File: config.mk
export PLATFORM = sky130hd
export DESIGN_NAME = audio_ctrl_unlock_config_port
export DESIGN_NICKNAME = d
export VERILOG_FILES = /design/src/acucp_pkg.sv /design/src/acucp_step.sv /design/src/acucp_state.sv /design/src/audio_ctrl_unlock_config_port.sv
export VERILOG_INCLUDE_DIRS = /design/src /design/src/src
export SDC_FILE = /design/constraint.sdc
export NUM_CORES = 1
export LEC_CHECK = 0
export CELL_PAD_IN_SITES_DETAIL_PLACEMENT = 2
export CELL_PAD_IN_SITES_GLOBAL_PLACEMENT = 2
export CORE_MARGIN = 10
export CORE_UTILIZATION = 40
export CTS_CLUSTER_DIAMETER = 60
export CTS_CLUSTER_SIZE = 12
export DETAILED_ROUTE_END_ITERATION = 10
export DONT_BUFFER_PORTS = 1
export GPL_ROUTABILITY_DRIVEN = 0
export PLACE_DENSITY = 0.8
export SETUP_SLACK_MARGIN = 0.15
export SLEW_MARGIN = 10
export SYNTH_ARGS = -nofsm -noshare
export SYNTH_HDL_FRONTEND = slang
export SYNTH_SLANG_ARGS = --single-unit
File: constraint.sdc
create_clock -name i_clk -period 5 [get_ports i_clk]
set_input_delay 0.25 -clock i_clk [delete_from_list [all_inputs] [get_ports i_clk]]
set_output_delay 0.25 -clock i_clk [all_outputs]
set_load 0.05 [all_outputs]
File: src/assert_macros.svh
// Assertion macros shared by the RTL files
`ifndef ASSERT_MACROS_SVH
`define ASSERT_MACROS_SVH

// Property that must hold at every clock edge outside reset
`define AST_HOLD(lbl, prop, msg) \
    lbl: assert property (@(posedge i_clk) disable iff (!i_rst_n) (prop)) else $error(msg);

// Condition in one cycle implies a consequence starting in the next
`define AST_NEXT(lbl, ante, cons, msg) \
    lbl: assert property (@(posedge i_clk) disable iff (!i_rst_n) \
        (ante) |=> cons) else $error(msg);

`endif

File: src/acucp_pkg.sv
// Types, constants and decode tables of the audio controller config port
package acucp_pkg;

    localparam logic [15:0] PORT_INDEX = 16'hF86;
    localparam logic [15:0] PORT_DATA  = 16'hF87;
    localparam logic [7:0]  UNLOCK_KEY = 8'h1D;

    localparam logic [7:0] IDX_CODEC  = 8'd1;
    localparam logic [7:0] IDX_LEGACY = 8'd2;
    localparam logic [7:0] IDX_MIDI   = 8'd3;
    localparam logic [7:0] IDX_RSV_A  = 8'd4;
    localparam logic [7:0] IDX_RSV_B  = 8'd5;

    localparam logic [1:0] CPORT_CFG    = 2'd0;
    localparam logic [1:0] CPORT_STATUS = 2'd3;

    localparam logic [7:0] RD_NONE = 8'hFF;

    typedef struct packed {
        logic        is_write;
        logic [15:0] addr;
        logic [7:0]  wr_data;
    } t_item;

    typedef struct packed {
        logic       open;
        logic [7:0] reg_index;
        logic [7:0] set_codec;
        logic [7:0] set_legacy;
        logic [7:0] set_midi;
        logic [7:0] codec_cfg;
        logic [3:0] codec_irq;
        logic [1:0] codec_dma;
        logic [3:0] legacy_irq;
        logic [3:0] midi_irq;
    } t_state;

    // packed from the top bit down, so rd_data lands in the low byte
    typedef struct packed {
        logic        gameport_on;
        logic [3:0]  mpu_irq;
        logic [11:0] mpu_base;
        logic [2:0]  sb_dma;
        logic [3:0]  sb_irq;
        logic [11:0] sb_base;
        logic [1:0]  wss_dma;
        logic [3:0]  wss_irq;
        logic        wss_enabled;
        logic [11:0] wss_base;
        logic        access_open;
        logic [7:0]  rd_data;
    } t_result;

    localparam t_state STATE_RESET = '{
        open:       1'b0,
        reg_index:  8'h00,
        set_codec:  8'h24,
        set_legacy: 8'h46,
        set_midi:   8'h87,
        codec_cfg:  8'h00,
        codec_irq:  4'd11,
        codec_dma:  2'd0,
        legacy_irq: 4'd5,
        midi_irq:   4'd9
    };

    function automatic logic [11:0] wss_base_of(input logic [1:0] sel);
        case (sel)
            2'd0:    wss_base_of = 12'h530;
            2'd1:    wss_base_of = 12'hE80;
            2'd2:    wss_base_of = 12'hF40;
            default: wss_base_of = 12'h604;
        endcase
    endfunction

    function automatic logic [11:0] mpu_base_of(input logic [1:0] sel);
        case (sel)
            2'd0:    mpu_base_of = 12'h330;
            2'd1:    mpu_base_of = 12'h332;
            2'd2:    mpu_base_of = 12'h334;
            default: mpu_base_of = 12'h300;
        endcase
    endfunction

    function automatic logic [2:0] sb_dma_of(input logic [1:0] sel);
        case (sel)
            2'd0:    sb_dma_of = 3'd4;
            2'd1:    sb_dma_of = 3'd0;
            2'd2:    sb_dma_of = 3'd1;
            default: sb_dma_of = 3'd3;
        endcase
    endfunction

    function automatic logic [1:0] codec_dma_of(input logic [1:0] sel);
        case (sel)
            2'd2:    codec_dma_of = 2'd1;
            2'd3:    codec_dma_of = 2'd3;
            default: codec_dma_of = 2'd0;
        endcase
    endfunction

    function automatic logic [3:0] codec_irq_of(input logic [2:0] sel);
        case (sel)
            3'd1:    codec_irq_of = 4'd7;
            3'd2:    codec_irq_of = 4'd9;
            3'd3:    codec_irq_of = 4'd10;
            3'd4:    codec_irq_of = 4'd11;
            default: codec_irq_of = 4'd0;
        endcase
    endfunction

endpackage

File: src/acucp_step.sv
// Combinational decode of one I/O access: next settings and result item
module acucp_step (
    input  acucp_pkg::t_state  i_st,
    input  acucp_pkg::t_item   i_item,
    output acucp_pkg::t_state  o_nxt,
    output acucp_pkg::t_result o_res
);
    import acucp_pkg::*;

    logic       is_idx;
    logic       is_dat;
    logic       codec_hit;
    logic [1:0] cport;
    logic [7:0] rd;
    logic [7:0] setting_rd;
    logic [11:0] cur_base;
    t_state     nxt;

    assign cur_base  = wss_base_of(i_st.set_codec[4:3]);
    assign is_idx    = (i_item.addr == PORT_INDEX);
    assign is_dat    = (i_item.addr == PORT_DATA);
    // all codec bases are 4-aligned, so the window is a match on addr[15:2]
    assign codec_hit = (i_item.addr[15:2] == {4'h0, cur_base[11:2]});
    assign cport     = i_item.addr[1:0];

    always_comb begin
        case (i_st.reg_index)
            IDX_CODEC:  setting_rd = i_st.set_codec;
            IDX_LEGACY: setting_rd = i_st.set_legacy;
            IDX_MIDI:   setting_rd = i_st.set_midi;
            IDX_RSV_A,
            IDX_RSV_B:  setting_rd = 8'h00;
            default:    setting_rd = RD_NONE;
        endcase
    end

    always_comb begin
        nxt = i_st;
        rd  = RD_NONE;
        if (is_idx || is_dat) begin
            if (i_item.is_write) begin
                if (i_st.open) begin
                    if (is_idx) begin
                        nxt.reg_index = i_item.wr_data;
                    end else begin
                        nxt.open = 1'b0;
                        case (i_st.reg_index)
                            IDX_CODEC: begin
                                nxt.set_codec = i_item.wr_data;
                            end
                            IDX_LEGACY: begin
                                nxt.set_legacy = i_item.wr_data;
                                case (i_item.wr_data[4:2])
                                    3'd0:    nxt.legacy_irq = 4'd0;
                                    3'd1:    nxt.legacy_irq = 4'd5;
                                    3'd2:    nxt.legacy_irq = 4'd7;
                                    3'd3:    nxt.legacy_irq = 4'd9;
                                    3'd4:    nxt.legacy_irq = 4'd10;
                                    3'd5:    nxt.legacy_irq = 4'd11;
                                    default: nxt.legacy_irq = i_st.legacy_irq;
                                endcase
                            end
                            IDX_MIDI: begin
                                nxt.set_midi = i_item.wr_data;
                                case (i_item.wr_data[4:2])
                                    3'd0:    nxt.midi_irq = 4'd0;
                                    3'd1:    nxt.midi_irq = 4'd5;
                                    3'd2:    nxt.midi_irq = 4'd7;
                                    3'd3:    nxt.midi_irq = 4'd9;
                                    3'd4:    nxt.midi_irq = 4'd10;
                                    default: nxt.midi_irq = i_st.midi_irq;
                                endcase
                            end
                            default: ;
                        endcase
                    end
                end else if (is_idx && i_item.wr_data == UNLOCK_KEY) begin
                    nxt.open = 1'b1;
                end
            end else if (i_st.open) begin
                if (is_idx) begin
                    rd = i_st.reg_index;
                end else begin
                    rd       = setting_rd;
                    nxt.open = 1'b0;
                end
            end
        end else if (codec_hit) begin
            if (i_item.is_write) begin
                if (cport == CPORT_CFG) begin
                    nxt.codec_cfg = i_item.wr_data;
                    nxt.codec_dma = codec_dma_of(i_item.wr_data[1:0]);
                    nxt.codec_irq = codec_irq_of(i_item.wr_data[5:3]);
                end
            end else if (cport == CPORT_STATUS) begin
                rd = 8'h04 | (i_st.codec_cfg & 8'h40);
            end else begin
                rd = i_st.codec_cfg;
            end
        end
        if (i_item.is_write) begin
            rd = 8'h00;
        end
    end

    assign o_nxt = nxt;

    always_comb begin
        o_res.rd_data     = rd;
        o_res.access_open = nxt.open;
        o_res.wss_base    = wss_base_of(nxt.set_codec[4:3]);
        o_res.wss_enabled = nxt.set_codec[5];
        o_res.wss_irq     = nxt.codec_irq;
        o_res.wss_dma     = nxt.codec_dma;
        o_res.sb_base     = nxt.set_legacy[5] ? 12'h240 : 12'h220;
        o_res.sb_irq      = nxt.legacy_irq;
        o_res.sb_dma      = sb_dma_of(nxt.set_legacy[1:0]);
        o_res.mpu_base    = mpu_base_of(nxt.set_midi[6:5]);
        o_res.mpu_irq     = nxt.midi_irq;
        o_res.gameport_on = nxt.set_midi[0];
    end

endmodule

File: src/acucp_state.sv
// Settings registers of the config port, updated once per processed item
`include "assert_macros.svh"

module acucp_state (
    input  logic               i_clk,
    input  logic               i_rst_n,
    input  logic               i_en,
    input  acucp_pkg::t_item   i_item,
    output acucp_pkg::t_result o_res
);
    import acucp_pkg::*;

    t_state r_st;
    t_state n_st;

    acucp_step u_step (
        .i_st   (r_st),
        .i_item (i_item),
        .o_nxt  (n_st),
        .o_res  (o_res)
    );

    always_ff @(posedge i_clk) begin
        if (!i_rst_n) begin
            r_st <= STATE_RESET;
        end else if (i_en) begin
            r_st <= n_st;
        end
    end

    // a data-port write while open always relocks the pair
    `AST_NEXT(a_data_wr_closes,
        i_en && r_st.open && i_item.is_write && i_item.addr == PORT_DATA,
        !r_st.open, "data write left the index pair open")
    // the key at the index port opens a locked pair
    `AST_NEXT(a_key_opens,
        i_en && !r_st.open && i_item.is_write && i_item.addr == PORT_INDEX
            && i_item.wr_data == UNLOCK_KEY,
        r_st.open, "unlock key did not open the index pair")
    `AST_HOLD(a_codec_irq_legal,
        r_st.codec_irq == 4'd0 || r_st.codec_irq == 4'd7 || r_st.codec_irq == 4'd9
            || r_st.codec_irq == 4'd10 || r_st.codec_irq == 4'd11,
        "codec IRQ outside its table")

endmodule

File: src/audio_ctrl_unlock_config_port.sv
// Top level: ISA config port with locked index/data pair, stream in and out
//
//  channel | direction | tdata                              | tuser     | tlast
//  s_*     | in        | addr[15:0], wr_data[23:16]         | req_type  | -
//  m_*     | out       | result fields, 64 bits (see port)  | -         | -
//
//  From acceptance to result an item passes the input register, then the
//  decode and settings update into the result register.
//  One item per clock is sustained while the output is ready; the settings
//  registers update in the cycle an item moves into the result register.
//  A stalled result holds in the output register while one more item waits
//  in the input register; the input side stalls only when both are full.
//  Reset (synchronous, active low) empties both registers and restores the
//  power-on settings.
`include "assert_macros.svh"

module audio_ctrl_unlock_config_port (
    input  logic        i_clk,
    input  logic        i_rst_n,
    input  logic        i_s_tvalid,
    output logic        o_s_tready,
    input  logic [23:0] i_s_tdata,   // addr[15:0], wr_data[23:16]
    input  logic        i_s_tuser,   // req_type (1 write, 0 read)
    output logic        o_m_tvalid,
    input  logic        i_m_tready,
    // rd_data[7:0], access_open[8], wss_base[20:9], wss_enabled[21],
    // wss_irq[25:22], wss_dma[27:26], sb_base[39:28], sb_irq[43:40],
    // sb_dma[46:44], mpu_base[58:47], mpu_irq[62:59], gameport_on[63]
    output logic [63:0] o_m_tdata
);
    import acucp_pkg::*;

    logic    r_in_valid;
    t_item   r_in;
    logic    r_out_valid;
    t_result r_out;
    t_result res;
    logic    advance;
    logic    s_fire;

    assign advance    = r_in_valid && (!r_out_valid || i_m_tready);
    assign o_s_tready = !r_in_valid || advance;
    assign s_fire     = i_s_tvalid && o_s_tready;

    always_ff @(posedge i_clk) begin
        if (!i_rst_n) begin
            r_in_valid <= 1'b0;
        end else if (o_s_tready) begin
            r_in_valid <= i_s_tvalid;
        end
    end

    always_ff @(posedge i_clk) begin
        if (s_fire) begin
            r_in.is_write <= i_s_tuser;
            r_in.addr     <= i_s_tdata[15:0];
            r_in.wr_data  <= i_s_tdata[23:16];
        end
    end

    acucp_state u_state (
        .i_clk   (i_clk),
        .i_rst_n (i_rst_n),
        .i_en    (advance),
        .i_item  (r_in),
        .o_res   (res)
    );

    always_ff @(posedge i_clk) begin
        if (!i_rst_n) begin
            r_out_valid <= 1'b0;
        end else if (advance) begin
            r_out_valid <= 1'b1;
        end else if (i_m_tready) begin
            r_out_valid <= 1'b0;
        end
    end

    always_ff @(posedge i_clk) begin
        if (advance) begin
            r_out <= res;
        end
    end

    assign o_m_tvalid = r_out_valid;
    assign o_m_tdata  = r_out;

    // an item entering an empty pipe shows up as a result after the input and result registers
    `AST_NEXT(a_empty_latency, s_fire && !r_in_valid && !r_out_valid,
        ##1 o_m_tvalid, "item into empty pipe did not reach the output")
    // the input side only stalls with both stages holding items
    `AST_HOLD(a_stall_full, o_s_tready || (r_in_valid && r_out_valid),
        "input stalled with a free stage")

endmodule
==> reports/results.ini <==
[floorplanning]
start_util_pct=40.7
ios=95
fp.dieArea_um2=20100
coreArea_um2=14500
rows=44
die_x_um=142
die_h_um=142

[timing]
min_period_over_period_pct=68.0
totalNegativeSetupSlack_ps=0
fmax_mhz=294
final-hold-violation-count=0
worstMarginPinSlew_ps=1170
hold_ws_ps=16.0
rsz0062_at_grt=no
maxSlewHeadroom_pct=21.9
setup_viol=0
slew_viol_final=0
period_needed_ps=3400
finalClockSkew_ps=9.88

[final_layout]
final_area_um2=6740
final_util_pct=46.3
drive_gt1_share_pct=12.1
fill_cells=1500
antenna_cells=0
syn2layout_area_growth_pct=13.9
fin_nets=613

[grt]
grt_max_degree=57
grt.total_usage_pct=19.5
grt_overflow=0
grt_pass1_wl_um=30200
antenna_found_initial=0
grt_pass1_vias=4984

[min_path]
hold_path.class=input pin to register

[route]
dr.pass1.iters=4
drtAntennaViolNets=0
via_count=4426
routed_wl_um=19200
wl_per_cell_um=24.9
via_per_inst=5.76
drt_iter0_markers=209
route.detailed.drc=0

[logic_synthesis]
synth_area_um2=5920
synthTopCellsByArea=edfxtp_1, dfxtp_1, nand2_1
synth-compound-area-share_pct=11.6
synth-seq-cells=122
ys_warn_count=0
syn_inst=564
synthXorXnorAreaFrac_pct=1.33
synth_top_area_share_pct=33.0
ys_types=64
seq_area_frac_synth_pct=52.3
muxShareOfSynthArea_pct=6.49
yosysTopAreaCell=edfxtp_1
synth_top_family_by_area=simple AND/OR/NAND/NOR gates
synthAdderAreaFrac_pct=2.54
synth_edf_count=65
synthArstFlopShare_pct=0
synthFlopType=edfxtp_1
syn_avg_cell_area_um2=10.5
synth-simple-area-share_pct=18.1

[clock_network]
cts_buffer_depth=2
cts_tree=built
cts_sinks=122
htree_num_levels=4
cts_resized=0
root_buffer=clkbuf_16
clk_latency_ps=440
cts_buffers=17
clk_pin_slew_ps=60

[critical_path]
start_kind=register
timing_worst_setup_path_type=register to register
crit_fanout=22
worstPathArrival_ps=3570
crit_required_ps=5180
end_kind=register

[status]
status=complete, no violations

[pwr]
power_frac_comb_pct=5.2
clockPowerShare_pct=49.6
p_total_w=0.00254
p_sw_w=0.000642
powerDensity_nw_per_um2=377
power.leakage_nw=2.50
irDropWorstVdd_mv=0.300
seqPwrFrac_pct=45.3
swShare_pct=25.3
intPower_w=0.00190

[placed_design]
port_buffers=0
placed_area_um2=5860
dp_hpwl_um=12300

[run]
cap_violations=0

[critical path: stages (launching register included)]
cell and delay, ps:
dfxtp_1 430, inv_1 160, ha_1 280, or3_1 380
a211oi_1 320, and4_1 790, nand2_1 380, mux2_2 380
[state kept, by name (all words and copies together) (netlist names)]
register and count:
r_in_valid 1, o_m_tvalid 1, o_m_tdata 40, u_state.r_st 55, r_in 25
[stage by stage]
stage / setup WS (ps) / cells
4_1_cts: 1650 / 769
5_1_grt: 1410 / 769
3_5_place_dp: 1720 / 710
3_3_place_gp: 1970 / 710
2_1_floorplan: 2320 / 584
6_report: 1600 / 769
[final timing paths]
kind | from | endpoint | slack [ps] | depth (start not counted)
max reg2reg | u_state.r_st[41] | o_m_tdata[27] | 1600 | 7
min reg2reg | u_state.r_st[37] | u_state.r_st[37] | 470 | 2
max | u_state.r_st[41] | o_m_tdata[27] | 1600 | 7
min | i_rst_n | u_state.r_st[41] | 20 | 2
[cells in the final DEF, fill, tap and decap left out, drive strengths merged, types with 5 or more instances in the layout]
cell type / instances
nand4: 15
xor2: 6
nand2: 73
clkbuf: 17
nor2b: 5
o21ai: 17
a31oi: 6
nand3: 13
o31ai: 12
dfxtp: 57
and3: 10
mux2: 11
edfxtp: 65
nor4: 6
dlygate4sd3: 27
and4: 6
o221a: 7
a21oi: 41
nor3: 6
clkinv: 8
inv: 16
mux2i: 26
ha: 12
conb: 22
a22oi: 5
nor2: 39
[repair_timing]
action,4_1_cts,5_1_grt
hold buffers,27,0
endpoints found under the hold margin,47,0
setup buffers,0,0
[cells in the mapped netlist, types with 3 or more instances]
cell / count
mux2i_1: 26
o221a_2: 7
dfxtp_1: 57
xnor2_1: 3
a22oi_1: 5
or2_2: 3
clkbuf_1: 14
mux2_2: 11
nor2b_1: 5
nand3_1: 11
and2_1: 4
buf_4: 27
xor2_1: 6
o21ai_0: 17
and4_1: 5
nor3_1: 6
nand3b_1: 4
inv_1: 15
edfxtp_1: 65
nand2_1: 73
and3_1: 10
nor4_1: 4
nor2_1: 39
ha_1: 12
o31ai_1: 12
a21oi_1: 41
a31oi_1: 6
nand2b_1: 3
nand4_1: 12
buf_2: 16
[cell families after synthesis]
| family | count (synthesis) |
|---|---|
| AOI/OAI and AO/OA | 105 |
| buffers and inverters | 77 |
| adders and majority gates | 12 |
| xor gates and xnor gates | 9 |
| muxes | 37 |
| and+or+nand+nor | 200 |
| DFF | 122 |
| other | 2 |
[power groups by stage]
stage | Sequential (W) | Clock, W | Combinational, W
floorplan | 0.00115 | 0 | 0.000113
CTS | 0.00115 | 0.00127 | 0.000129
global route | 0.00115 | 0.00133 | 0.000141
detailed placement | 0.00117 | 0 | 0.000108
finish | 0.00115 | 0.00126 | 0.000131
global placement | 0.00117 | 0 | 0.000104
[per-layer routing]
metal | global-route usage [%] | part of all wire (%) | vias to the layer above
met2 | 34.3 | 53 | 125
met4 | 7.53 | 2.4 | 0
met3 | 5.81 | 5.1 | 39
li1 | - | - | 2005
met5 | 0 | 0 | -
met1 | 21.4 | 40 | 2257
[layout make-up]
class	instances	area [um2]	share of cell area [%]
Clock buffer	17	425	6.32
Clock inverter	15	178	2.64
Inverter	16	60.1	0.892
Multi-Input combinational cell	385	2460	36.5
Sequential cell	122	3090	45.9
Tap cell	184	230	3.42
Timing Repair Buffer	30	293	4.35
No activity file was read; power rests on OpenSTA's default activity.
